===== src/hw/rtl/vcc_pkg.sv =====
package vcc_pkg;

   localparam int CP_W        = 21;
   localparam int CP_BYTES_W  = 24;
   localparam int KEY_W       = 6;
   localparam int KEY_WORD_W  = 60;
   localparam int KEY_WORDS   = 4;
   localparam int KEYS_PER_WORD = 10;
   localparam int CSR_IDX_W   = 3;
   localparam int MAX_KEY_LENGTH = 40;
   localparam int QUEUE_DEPTH = 2;

   localparam logic [KEY_W-1:0] ENG_SIZE = KEY_W'(26);
   localparam logic [KEY_W-1:0] RUS_SIZE = KEY_W'(33);
   localparam logic [KEY_W-1:0] RUS_IO_IDX = KEY_W'(6);

   localparam logic [CP_W-1:0] ENG_LOWER_A = CP_W'(21'h61);
   localparam logic [CP_W-1:0] ENG_LOWER_Z = CP_W'(21'h7A);
   localparam logic [CP_W-1:0] ENG_UPPER_A = CP_W'(21'h41);
   localparam logic [CP_W-1:0] ENG_UPPER_Z = CP_W'(21'h5A);
   localparam logic [CP_W-1:0] RUS_UPPER_FIRST = CP_W'(21'h410);
   localparam logic [CP_W-1:0] RUS_UPPER_LAST  = CP_W'(21'h42F);
   localparam logic [CP_W-1:0] RUS_UPPER_IO    = CP_W'(21'h401);
   localparam logic [CP_W-1:0] RUS_LOWER_FIRST = CP_W'(21'h430);
   localparam logic [CP_W-1:0] RUS_LOWER_IE    = CP_W'(21'h435);
   localparam logic [CP_W-1:0] RUS_LOWER_ZHE   = CP_W'(21'h436);
   localparam logic [CP_W-1:0] RUS_LOWER_LAST  = CP_W'(21'h44F);
   localparam logic [CP_W-1:0] RUS_LOWER_IO    = CP_W'(21'h451);
   localparam logic [CP_W-1:0] RUS_CASE_DELTA  = CP_W'(21'h20);

   typedef enum logic [CSR_IDX_W-1:0] {
      CSR_DIRECTION  = 3'd0,
      CSR_LANGUAGE   = 3'd1,
      CSR_KEY_LENGTH = 3'd2,
      CSR_KEY_WORD_0 = 3'd3,
      CSR_KEY_WORD_1 = 3'd4,
      CSR_KEY_WORD_2 = 3'd5,
      CSR_KEY_WORD_3 = 3'd6
   } vcc_csr_index_type;

   typedef struct packed {
      logic                                 decrypt;
      logic                                 russian;
      logic [KEY_W-1:0]                     key_length;
      logic [KEY_WORDS-1:0][KEY_WORD_W-1:0] key_words;
   } vcc_cfg_type;

   // One classified item as it waits between front and back.
   typedef struct packed {
      logic [CP_W-1:0]  code_point;
      logic             last;
      logic             is_letter;
      logic             upper;
      logic [KEY_W-1:0] index;
      logic [KEY_W-1:0] key;
   } vcc_item_type;

   function automatic logic [KEY_W-1:0] alpha_size(input logic russian);
      return russian ? RUS_SIZE : ENG_SIZE;
   endfunction

endpackage


===== src/hw/rtl/vigenere_char_cipher_unit.sv =====
// Channel   Direction  Handshake              Payload
// req       in         req_tvalid/req_tready  tdata: code_point; tlast: last_of_message
// rsp       out        rsp_tvalid/rsp_tready  tdata: out_code_point; tlast: out_last
// csr       in         csr_valid/csr_ready    csr_index, csr_data (write only)
//
// One character per cycle sustained while rsp_tready is high. After the req accept
// the item passes a queue slot, then the output register, which raises rsp_tvalid.
// The key position register in the front is the only loop: it updates at the
// accept edge, so back-to-back characters see the right key letter.
// Sync active-high reset: key position 0, queue empty, rsp idle, key length 1, rest 0.
// A stalled rsp fills the two-entry queue; req_tready drops only when it is full.
module vigenere_char_cipher_unit #(
   parameter int MAX_KEY_LENGTH = vcc_pkg::MAX_KEY_LENGTH
) (
   input  logic                              clock,
   input  logic                              reset,
   // req_tdata: [20:0] code_point, [23:21] zero
   input  logic                              req_tvalid,
   output logic                              req_tready,
   input  logic [vcc_pkg::CP_BYTES_W-1:0]    req_tdata,
   input  logic                              req_tlast,
   // rsp_tdata: [20:0] out_code_point, [23:21] zero
   output logic                              rsp_tvalid,
   input  logic                              rsp_tready,
   output logic [vcc_pkg::CP_BYTES_W-1:0]    rsp_tdata,
   output logic                              rsp_tlast,
   input  logic                              csr_valid,
   output logic                              csr_ready,
   input  logic [vcc_pkg::CSR_IDX_W-1:0]     csr_index,
   input  logic [vcc_pkg::KEY_WORD_W-1:0]    csr_data
);
   import vcc_pkg::*;

   vcc_cfg_type  cfg_ff, cfg_in;
   vcc_item_type push_item, head;
   logic         push, pop, full, not_empty;
   logic [CP_W-1:0] out_cp;

   // Config registers; always ready, unknown indexes are dropped.
   assign csr_ready = 1'b1;

   always_comb begin
      cfg_in = cfg_ff;
      if (csr_valid) begin
         case (csr_index)
            CSR_DIRECTION:  cfg_in.decrypt      = csr_data[0];
            CSR_LANGUAGE:   cfg_in.russian      = csr_data[0];
            CSR_KEY_LENGTH: cfg_in.key_length   = csr_data[KEY_W-1:0];
            CSR_KEY_WORD_0: cfg_in.key_words[0] = csr_data;
            CSR_KEY_WORD_1: cfg_in.key_words[1] = csr_data;
            CSR_KEY_WORD_2: cfg_in.key_words[2] = csr_data;
            CSR_KEY_WORD_3: cfg_in.key_words[3] = csr_data;
            default:        cfg_in = cfg_ff;
         endcase
      end
   end

   always_ff @(posedge clock) begin
      if (reset) begin
         cfg_ff <= '{decrypt: 1'b0, russian: 1'b0, key_length: KEY_W'(1), key_words: '0};
      end else begin
         cfg_ff <= cfg_in;
      end
   end

   // Front: classify and pick the key letter.
   vcc_front #(
      .MAX_KEY_LENGTH (MAX_KEY_LENGTH)
   ) u_front (
      .clock         (clock),
      .reset         (reset),
      .cfg           (cfg_ff),
      .in_valid      (req_tvalid),
      .in_ready      (req_tready),
      .in_code_point (req_tdata[CP_W-1:0]),
      .in_last       (req_tlast),
      .push          (push),
      .push_item     (push_item),
      .queue_full    (full)
   );

   vcc_queue u_queue (
      .clock     (clock),
      .reset     (reset),
      .push      (push),
      .push_item (push_item),
      .full      (full),
      .pop       (pop),
      .not_empty (not_empty),
      .head      (head)
   );

   // Back: shift, rebuild the code point, hold it in the output register.
   vcc_back u_back (
      .clock          (clock),
      .reset          (reset),
      .cfg            (cfg_ff),
      .q_not_empty    (not_empty),
      .q_head         (head),
      .pop            (pop),
      .out_valid      (rsp_tvalid),
      .out_ready      (rsp_tready),
      .out_code_point (out_cp),
      .out_last       (rsp_tlast)
   );

   assign rsp_tdata = {(CP_BYTES_W-CP_W)'(0), out_cp};

endmodule


===== src/hw/rtl/vcc_front.sv =====
module vcc_front #(
   parameter int MAX_KEY_LENGTH = vcc_pkg::MAX_KEY_LENGTH
) (
   input  logic                      clock,
   input  logic                      reset,
   input  vcc_pkg::vcc_cfg_type      cfg,
   input  logic                      in_valid,
   output logic                      in_ready,
   input  logic [vcc_pkg::CP_W-1:0]  in_code_point,
   input  logic                      in_last,
   output logic                      push,
   output vcc_pkg::vcc_item_type     push_item,
   input  logic                      queue_full
);
   import vcc_pkg::*;

   logic [KEY_W-1:0] key_position_ff, key_position_in;
   logic [CP_W-1:0]  lc_cp;
   logic             hit, upper;
   logic [KEY_W-1:0] idx, n, len, kp_inc, key_raw, key_red;
   logic [1:0]       word_sel;
   logic [3:0]       digit;
   logic [KEY_WORD_W-1:0] word;
   logic             accept;

   assign in_ready = !queue_full;
   assign accept   = in_valid && in_ready;
   assign n        = alpha_size(cfg.russian);

   // Classify: letter or not, case, alphabet index.
   always_comb begin
      hit   = 1'b0;
      upper = 1'b0;
      idx   = '0;
      lc_cp = in_code_point;
      if (!cfg.russian) begin
         if (in_code_point >= ENG_LOWER_A && in_code_point <= ENG_LOWER_Z) begin
            hit = 1'b1;
            idx = KEY_W'(in_code_point - ENG_LOWER_A);
         end else if (in_code_point >= ENG_UPPER_A && in_code_point <= ENG_UPPER_Z) begin
            hit   = 1'b1;
            upper = 1'b1;
            idx   = KEY_W'(in_code_point - ENG_UPPER_A);
         end
      end else begin
         if (in_code_point >= RUS_UPPER_FIRST && in_code_point <= RUS_UPPER_LAST) begin
            upper = 1'b1;
            lc_cp = in_code_point + RUS_CASE_DELTA;
         end else if (in_code_point == RUS_UPPER_IO) begin
            upper = 1'b1;
            lc_cp = RUS_LOWER_IO;
         end
         if (lc_cp >= RUS_LOWER_FIRST && lc_cp <= RUS_LOWER_IE) begin
            hit = 1'b1;
            idx = KEY_W'(lc_cp - RUS_LOWER_FIRST);
         end else if (lc_cp == RUS_LOWER_IO) begin
            hit = 1'b1;
            idx = RUS_IO_IDX;
         end else if (lc_cp >= RUS_LOWER_ZHE && lc_cp <= RUS_LOWER_LAST) begin
            hit = 1'b1;
            idx = KEY_W'(lc_cp - RUS_LOWER_FIRST) + KEY_W'(1);
         end
      end
   end

   // Key letter at the current position, reduced below the alphabet size.
   always_comb begin
      if (key_position_ff >= KEY_W'(3 * KEYS_PER_WORD))      word_sel = 2'd3;
      else if (key_position_ff >= KEY_W'(2 * KEYS_PER_WORD)) word_sel = 2'd2;
      else if (key_position_ff >= KEY_W'(KEYS_PER_WORD))     word_sel = 2'd1;
      else                                                   word_sel = 2'd0;
      digit   = 4'(key_position_ff - KEY_W'(word_sel) * KEY_W'(KEYS_PER_WORD));
      word    = cfg.key_words[word_sel];
      key_raw = word[digit * KEY_W +: KEY_W];
      if ({1'b0, key_raw} >= {n, 1'b0})  key_red = key_raw - {n[KEY_W-2:0], 1'b0};
      else if (key_raw >= n)             key_red = key_raw - n;
      else                               key_red = key_raw;
   end

   // Key position advance with wrap at the clamped length.
   always_comb begin
      if (cfg.key_length == '0)                             len = KEY_W'(1);
      else if (cfg.key_length > KEY_W'(MAX_KEY_LENGTH))     len = KEY_W'(MAX_KEY_LENGTH);
      else                                                  len = cfg.key_length;
      kp_inc          = key_position_ff + KEY_W'(1);
      key_position_in = key_position_ff;
      if (accept) begin
         if (hit) key_position_in = (kp_inc >= len) ? '0 : kp_inc;
         if (in_last) key_position_in = '0;
      end
   end

   always_ff @(posedge clock) begin
      if (reset) key_position_ff <= '0;
      else       key_position_ff <= key_position_in;
   end

   assign push                 = accept;
   assign push_item.code_point = in_code_point;
   assign push_item.last       = in_last;
   assign push_item.is_letter  = hit;
   assign push_item.upper      = upper;
   assign push_item.index      = idx;
   assign push_item.key        = key_red;

endmodule


===== src/hw/rtl/vcc_queue.sv =====
module vcc_queue (
   input  logic                  clock,
   input  logic                  reset,
   input  logic                  push,
   input  vcc_pkg::vcc_item_type push_item,
   output logic                  full,
   input  logic                  pop,
   output logic                  not_empty,
   output vcc_pkg::vcc_item_type head
);
   import vcc_pkg::*;

   localparam int PTR_W = $clog2(QUEUE_DEPTH);

   vcc_item_type       slot_ff [QUEUE_DEPTH];
   logic [PTR_W-1:0]   wr_ptr_ff, wr_ptr_in, rd_ptr_ff, rd_ptr_in;
   logic [PTR_W:0]     count_ff, count_in;

   assign full      = count_ff == (PTR_W+1)'(QUEUE_DEPTH);
   assign not_empty = count_ff != '0;
   assign head      = slot_ff[rd_ptr_ff];

   always_comb begin
      wr_ptr_in = wr_ptr_ff;
      rd_ptr_in = rd_ptr_ff;
      count_in  = count_ff;
      if (push) wr_ptr_in = (wr_ptr_ff == PTR_W'(QUEUE_DEPTH - 1)) ? '0 : wr_ptr_ff + PTR_W'(1);
      if (pop)  rd_ptr_in = (rd_ptr_ff == PTR_W'(QUEUE_DEPTH - 1)) ? '0 : rd_ptr_ff + PTR_W'(1);
      if (push && !pop)      count_in = count_ff + (PTR_W+1)'(1);
      else if (pop && !push) count_in = count_ff - (PTR_W+1)'(1);
   end

   always_ff @(posedge clock) begin
      if (reset) begin
         wr_ptr_ff <= '0;
         rd_ptr_ff <= '0;
         count_ff  <= '0;
      end else begin
         wr_ptr_ff <= wr_ptr_in;
         rd_ptr_ff <= rd_ptr_in;
         count_ff  <= count_in;
      end
   end

   always_ff @(posedge clock) begin
      if (push) slot_ff[wr_ptr_ff] <= push_item;
   end

endmodule


===== src/hw/rtl/vcc_back.sv =====
module vcc_back (
   input  logic                      clock,
   input  logic                      reset,
   input  vcc_pkg::vcc_cfg_type      cfg,
   input  logic                      q_not_empty,
   input  vcc_pkg::vcc_item_type     q_head,
   output logic                      pop,
   output logic                      out_valid,
   input  logic                      out_ready,
   output logic [vcc_pkg::CP_W-1:0]  out_code_point,
   output logic                      out_last
);
   import vcc_pkg::*;

   logic             out_valid_ff, out_valid_in;
   logic [CP_W-1:0]  out_cp_ff, out_cp_in;
   logic             out_last_ff;
   logic [KEY_W-1:0] n, shifted, adj;
   logic [KEY_W:0]   sum;

   assign n   = alpha_size(cfg.russian);
   assign pop = q_not_empty && (!out_valid_ff || out_ready);

   // Shift the index by the key letter, mod alphabet size.
   always_comb begin
      if (cfg.decrypt) sum = {1'b0, q_head.index} + {1'b0, n} - {1'b0, q_head.key};
      else             sum = {1'b0, q_head.index} + {1'b0, q_head.key};
      shifted = (sum >= {1'b0, n}) ? KEY_W'(sum - {1'b0, n}) : KEY_W'(sum);
      adj     = (shifted < RUS_IO_IDX) ? shifted : shifted - KEY_W'(1);
      if (!q_head.is_letter) begin
         out_cp_in = q_head.code_point;
      end else if (!cfg.russian) begin
         out_cp_in = (q_head.upper ? ENG_UPPER_A : ENG_LOWER_A) + CP_W'(shifted);
      end else if (shifted == RUS_IO_IDX) begin
         out_cp_in = q_head.upper ? RUS_UPPER_IO : RUS_LOWER_IO;
      end else begin
         out_cp_in = (q_head.upper ? RUS_UPPER_FIRST : RUS_LOWER_FIRST) + CP_W'(adj);
      end
      out_valid_in = pop || (out_valid_ff && !out_ready);
   end

   always_ff @(posedge clock) begin
      if (reset) out_valid_ff <= 1'b0;
      else       out_valid_ff <= out_valid_in;
   end

   always_ff @(posedge clock) begin
      if (pop) begin
         out_cp_ff   <= out_cp_in;
         out_last_ff <= q_head.last;
      end
   end

   assign out_valid      = out_valid_ff;
   assign out_code_point = out_cp_ff;
   assign out_last       = out_last_ff;

endmodule


===== config.mk =====
export PLATFORM = sky130hd
export DESIGN_NAME = vigenere_char_cipher_unit
export DESIGN_NICKNAME = d
export VERILOG_FILES = /design/src/hw/rtl/vcc_pkg.sv /design/src/hw/rtl/vigenere_char_cipher_unit.sv /design/src/hw/rtl/vcc_front.sv /design/src/hw/rtl/vcc_queue.sv /design/src/hw/rtl/vcc_back.sv
export SDC_FILE = /design/constraint.sdc
export NUM_CORES = 1
export LEC_CHECK = 0
export BUFFER_PORTS_ARGS = -buffer_cell sky130_fd_sc_hd__buf_4
export CELL_PAD_IN_SITES_DETAIL_PLACEMENT = 1
export CELL_PAD_IN_SITES_GLOBAL_PLACEMENT = 2
export CORE_ASPECT_RATIO = 0.9
export CORE_MARGIN = 4
export CORE_UTILIZATION = 40
export DETAILED_ROUTE_END_ITERATION = 10
export PLACE_DENSITY = 0.85
export SYNTH_ARGS = -nofsm -noshare
export SYNTH_HDL_FRONTEND = slang
export SYNTH_HIERARCHICAL = 1
export SYNTH_SLANG_ARGS = --single-unit

===== constraint.sdc =====
create_clock -name clock -period 6.4 [get_ports clock]
set_input_delay 1.28 -clock clock [delete_from_list [all_inputs] [get_ports clock]]
set_output_delay 1.28 -clock clock [all_outputs]
set_load 0.02 [all_outputs]

* Yosys cells after proc, flatten, opt, wreduce, memory -nomap -nowiden *
Memory sizes are Yosys's and may differ from the RTL's. A register that Yosys moved wholly into a read port is not among the register bits.
Index checks and enable logic that the tools add are counted.

operators by class
  reductions and logical operators = 30
  add/sub/neg operators = 20
  bitwise gates (word level) = 0
  magnitude comparators = 20
  muxes and demuxes = 49
  eq/ne operators = 10
  $mul = 2
  div/mod/pow operators = 0
  shift operators = 1

operators with widths
  operator               count
  $mux 21                6
  $bmux 60 s2            1
  $mux 6                 18
  $ge 21x11->1 const B   3
  $le 21x11->1 const B   3
  $mux 60                1
  $shiftx 60x8->6        1
  $add 21x6->21          2
  $eq 21x11->1 const B   2
  $ge 21x7->1 const B    2
  $le 21x7->1 const B    2
  $add 21x6->21 const B  1
  $sub 6x6->6            3
  $mux 1                 17
  $reduce_and 2->1       8
  $add 6x6->7            2
  $mux 7                 2
  $add 6x1->6 const B    2
  $ge 6x5->1 const B     2
  $ge 6x6->1             2
  $sub 6x1->6 const B    2
  $sub 6x6->6 const B    2
  $logic_and 1x1->1      10
  $eq 3x3->1 const B     3
  other kinds (23)       35

storage, ports and cells
  bits in latches = 0
  output and inout bits = 28
  bits in writable memories = 72
  bits in read-only memories = 0
  memories kept = 1
  flip-flop bits (word level) = 281

memories
  memory           depth  bits a word  read ports  clocked after memory_dff  write ports  line             text
  u_queue.slot_ff  2      36           1           1                         1            vcc_queue.sv:15  vcc_item_type slot_ff [QUEUE_DEPTH];

* Longest topological paths before layout *
  depth in word-level cells = 12
  mapped depth = 28

* Hierarchy *
Netlist, hierarchy kept.

modules (own cells, without submodules)
  module                     sequential area each (um2)  instances  cells an instance  area each (um2)
  vigenere_char_cipher_unit  4964.8                      1          883                9943.3
  vcc_front                  120.1                       1          648                4411.7
  vcc_queue                  2262.2                      1          134                2816.5
  vcc_back                   680.7                       1          275                2557.5

* Worst setup path after synthesis *
No wires, ideal clock.

  path type = register to register
  start = register cfg_ff[246] in the netlist's numbering
  end = register u_back.out_cp_ff[5] (netlist: u_back/out_code_point[5]) (data pin)
  slack = 614 ps
  data arrival time = 5526 ps
  required time = 6140 ps
  buffers on the path = 3
  cell stages (with the launch flop) = 27
  cells stage by stage = dfxtp_1 -> clkbuf_1 -> inv_1 -> ha_1 -> inv_1 -> ha_1 -> fa_1 -> a21o_1 -> a21oi_1 -> xor2_1 -> mux2i_1 -> ha_1 -> buf_2 -> a211o_1 -> a21oi_1 -> a31oi_1 -> o21bai_2 -> buf_6 -> mux2_4 -> inv_1 -> ha_1 -> nand3_1 -> nor3_1 -> a21o_1 -> fa_1 -> nand4_1 -> nand3_1

between the ends
  word-level cells in the longest chain between the ends = 12
  elaborated cells on any way between the ends = 16
  those cells by class = add/sub: 6; order compare: 2; eq/ne: 1; mux: 7

RTL lines
  what                                       line                             text
  start, declared                            vigenere_char_cipher_unit.sv:34  vcc_cfg_type cfg_ff, cfg_in;
  start signal, assigned                     vigenere_char_cipher_unit.sv:60  cfg_ff <= '{decrypt: 1'b0, russian: 1'b0, key_length: KEY_W'(1), key_words: '0};
  start signal, assigned                     vigenere_char_cipher_unit.sv:62  cfg_ff <= cfg_in;
  $mux 6                                     vcc_pkg.sv:59                    return russian ? RUS_SIZE : ENG_SIZE;
  $add 6x6->7                                vcc_back.sv:26                   if (cfg.decrypt) sum = {1'b0, q_head.index} + {1'b0, n} - {1'b0, q_head.key};
  $sub 7x6->7                                vcc_back.sv:26
  $mux 7                                     vcc_back.sv:26
  $sub 6x6->6 or $ge 7x6->1 (tied branches)  vcc_back.sv:28                   shifted = (sum >= {1'b0, n}) ? KEY_W'(sum - {1'b0, n}) : KEY_W'(sum);
  $mux 6                                     vcc_back.sv:28
  $sub 6x1->6 or $lt 6x3->1 (tied branches)  vcc_back.sv:29                   adj = (shifted < RUS_IO_IDX) ? shifted : shifted - KEY_W'(1);
  $mux 6                                     vcc_back.sv:29
  $add 21x6->21                              vcc_back.sv:37                   out_cp_in = (q_head.upper ? RUS_UPPER_FIRST : RUS_LOWER_FIRST) + CP_W'(adj);
  $mux 21                                    vcc_back.sv:34                   end else if (shifted == RUS_IO_IDX) begin
  $mux 21 *                                  vcc_back.sv:32                   end else if (!cfg.russian) begin
  $mux 21 *                                  vcc_back.sv:30                   if (!q_head.is_letter) begin
  via u_back.out_cp_in[5]                    vcc_back.sv:16                   logic [CP_W-1:0] out_cp_ff, out_cp_in;
  end signal, assigned                       vcc_back.sv:49                   out_cp_ff <= out_cp_in;
  end, declared                              vcc_back.sv:16

Mark *: on every way through the listed nets, which the timed path passes. The rest lies on a longest branch.
A chain may end at the register's enable or synchronous reset.

==> results.yml <==
outcome:
  outcome: "complete, no violations"
floorplanning:
  io_pins: 121
  dieArea_um2: 52900
  core.rowCount: 76
  initial_core_util_pct: 40.8
  core_area_um2: 48300
  die_width_um: 242
  die_y_um: 219
pwr:
  ir_drop_uv: 233
  cellPowerDensity_nw_per_um2: 350
  p_leak_nw: 9.27
flow_run:
  maxCapViolations: 0
cts:
  cts_buffer_depth: 3
  cts_max_level: 2
  tritoncts: "built"
  cts_num_sinks: 354
  path_clk_slew_ns: 0.06
  clock_latency_ns: 0.58
  cts_buffers: 41
  cts_root_buf: "clkbuf_16"
worst_setup_path:
  cp_max_fo: 15
  crit_slowest_cell: "dfxtp_1"
  end_kind: "flop"
  path_cells: "and2b_1 > xor2_1 > a21oi_4 > inv_2 > ha_1 > fa_1 > xnor2_1 > xnor2_1 > o32ai_1 > a21o_1 > inv_1 > ha_1 > inv_1 > fa_1 > nor2_1 > nand2_1 > o211ai_1 > nand2_2 > mux2_1 > a221o_1"
  critPathLaunchType: "flop"
  cp_top_family: "compound AO/OA/AOI/OAI gates"
  critPathMaxStageDelay_ns: 0.77
  timing.critical_path.buf_inv: 3
  critPathArrivalTime_ns: 6.30
  cp.required_ns: 6.70
  worstSetupPathType: "reg -> reg"
global_route:
  grt_pass1_wl_mm: 91.4
  grt_util_met1_pct: 28.7
  use_met2_pct: 36.3
  grt.busiest_layer: "met2"
  grt_max_degree: 206
  track_usage_pct: 21.4
  grt_pass1_vias: 16300
  overflow: 0
  grt_antenna_before_repair: 1
  gr-usage-met3_pct: 3.96
finish:
  utilization_pct: 45.8
  fillers: 5351
  drive_above_1_share_pct: 14.7
  area_growth_pct: 12.2
  final_common_cell: "nand2b_1"
  nNetsFinal: 2137
  fin_area_um2: 22100
  multi_input_comb_area_um2: 10500
  layout_common_cells: "319 x nand2b_1, 261 x mux2i_1, 258 x dfxtp_1, 138 x buf_4, 94 x edfxtp_1"
  antennaDiodeCount: 0
  register_area_um2: 8030
timing:
  fmax_ghz: 0.167
  setup_viol: 0
  slew-limit-headroom_pct: 23.8
  post-route-period-util_pct: 93.8
  period_needed_ns: 6.00
  slew_violations: 0
  fin_skew_ns: 0.0261
  rsz0062_at_grt: "no"
  worstMarginPinSlew_ns: 1.14
  final.setup.tns_ns: 0
  finalHoldViolations: 0
logic_synthesis:
  syn_inst: 1940
  synth_edf_count: 94
  syn_area_per_cell_um2: 10.2
  synth_top_area_share_pct: 26.4
  synth-seq-cells: 354
  syn_area_um2: 19700
  yosysWarnings: 6
  synth_seq_area_share_pct: 40.7
  synthFlopType: "dfxtp_1"
  async_flop_share_pct: 0
  synth_cell_types: 102
  netlist_top_cells_area: "dfxtp_1 26%, edfxtp_1 14%, mux2i_1 13%"
  synth_top_area_cell: "dfxtp_1"
route:
  viasPerCell: 5.67
  drc: 0
  drtPass1Iterations: 6
  routed_wirelength_mm: 57.8
  drtAntennaViolNets: 0
  drt_iter0_markers: 882
  num_vias: 14900
  avgRoutedWirePerCell_um: 22.0
placement:
  place_congestion: 0.865
  io_buffers: 113
  post_dp_cell_area_um2: 20800
  dp_hpwl_mm: 38.3
min_path:
  worstHoldPathType: "reg -> reg"
==> stage by stage <==
stage          power (mW)  setup slack [ns]  std cells  hold slack [ns]
2_1_floorplan        4.75             0.614       1942            0.445
3_3_place_gp         5.33             0.415       2555            0.458
3_5_place_dp         5.43             0.273       2555            0.465
4_1_cts              7.81             0.227       2631            0.477
5_1_grt              8.24            0.0583       2631            0.496
6_report             7.75             0.396       2631            0.475
==> flip-flops by register name (all words and copies together) (netlist names), named ones only <==
signal                   count
u_back/out_last              1
cfg_ff                     248
u_queue/count_ff             2
u_back/out_valid             1
u_queue/rd_ptr_ff            1
u_front/key_position_ff      6
u_back/out_code_point       21
u_queue/wr_ptr_ff            1
u_queue/slot_ff             72
==> synth_stat cells (11+ instances only) <==
cell	instances
a21o_1	12
a21oi_1	67
a221oi_1	34
a31oi_1	13
buf_2	26
buf_4	28
buf_6	24
clkbuf_1	65
dfxtp_1	260
edfxtp_1	94
fa_1	11
ha_1	59
inv_1	67
mux2_2	44
mux2i_1	261
nand2_1	44
nand2b_1	320
nand3_1	16
nand4_1	12
nor2_1	70
nor2b_1	22
nor3_1	43
o21ai_0	28
o221ai_1	40
o22ai_1	36
xnor2_1	22
==> cell type report <==
| cell class | count | area share [%] |
|---|---|---|
| sequential | 354 | 36.3 |
| clock inverter | 17 | 0.893 |
| tap | 624 | 3.53 |
| inverter | 74 | 1.25 |
| multi-input combinational | 1358 | 47.6 |
| clock buffer | 59 | 5.22 |
| timing repair buffer | 145 | 5.23 |
==> per-layer routing <==
metal / share of wire (%) / wire length (µm) / up-vias
met1: 47 / 26900 / 7514
met4: 1.6 / 935 / 2
met3: 4.6 / 2670 / 66
met5: 0.022 / 13 / -
met2: 47 / 27300 / 283
li1: - / - / 7059
==> tightest hold or removal path, stage by stage, from the launching register on <==
cell      delay [ns]
dfxtp_1         0.30
nand2b_1        0.06
mux2i_1         0.06
==> where the power goes <==
| group | switching (mW) | internal [mW] | leakage [nW] |
|---|---|---|---|
| clock network | 0.980 | 1.36 | 0.670 |
| registers | 0.0749 | 2.55 | 3.00 |
| logic | 1.62 | 1.16 | 5.60 |
==> final timing paths <==
kind | startpoint | end | slack (ns) | depth (start not counted)
worst max register to register | u_front/key_position_ff[4] | u_queue/slot_ff[1][3] | 0.40 | 20
worst max-delay path | u_front/key_position_ff[4] | u_queue/slot_ff[1][3] | 0.40 | 20
worst min-delay path | cfg_ff[13] | cfg_ff[13] | 0.47 | 2
worst min register to register | cfg_ff[13] | cfg_ff[13] | 0.47 | 2
==> logic make-up after synthesis <==
logic type,count (synthesis),share of synthesized area (%)
other,2,0.0381
AND/OR/NAND/NOR,602,18.0
AO/OA/AOI/OAI,343,12.7
buffers and inverters,230,6.27
XOR/XNOR,30,1.33
flip-flops,354,40.7
adder cells (fa/ha/maj),70,4.86
multiplexers,309,16.1
==> what timing repair did <==
action | 4_1_cts | 5_1_grt
resized for setup | 0 | 4
hold buffers | 0 | 0
buffers inserted | 0 | 0
endpoints found under the setup margin | 0 | 1
(Power assumes the default switching activity.)
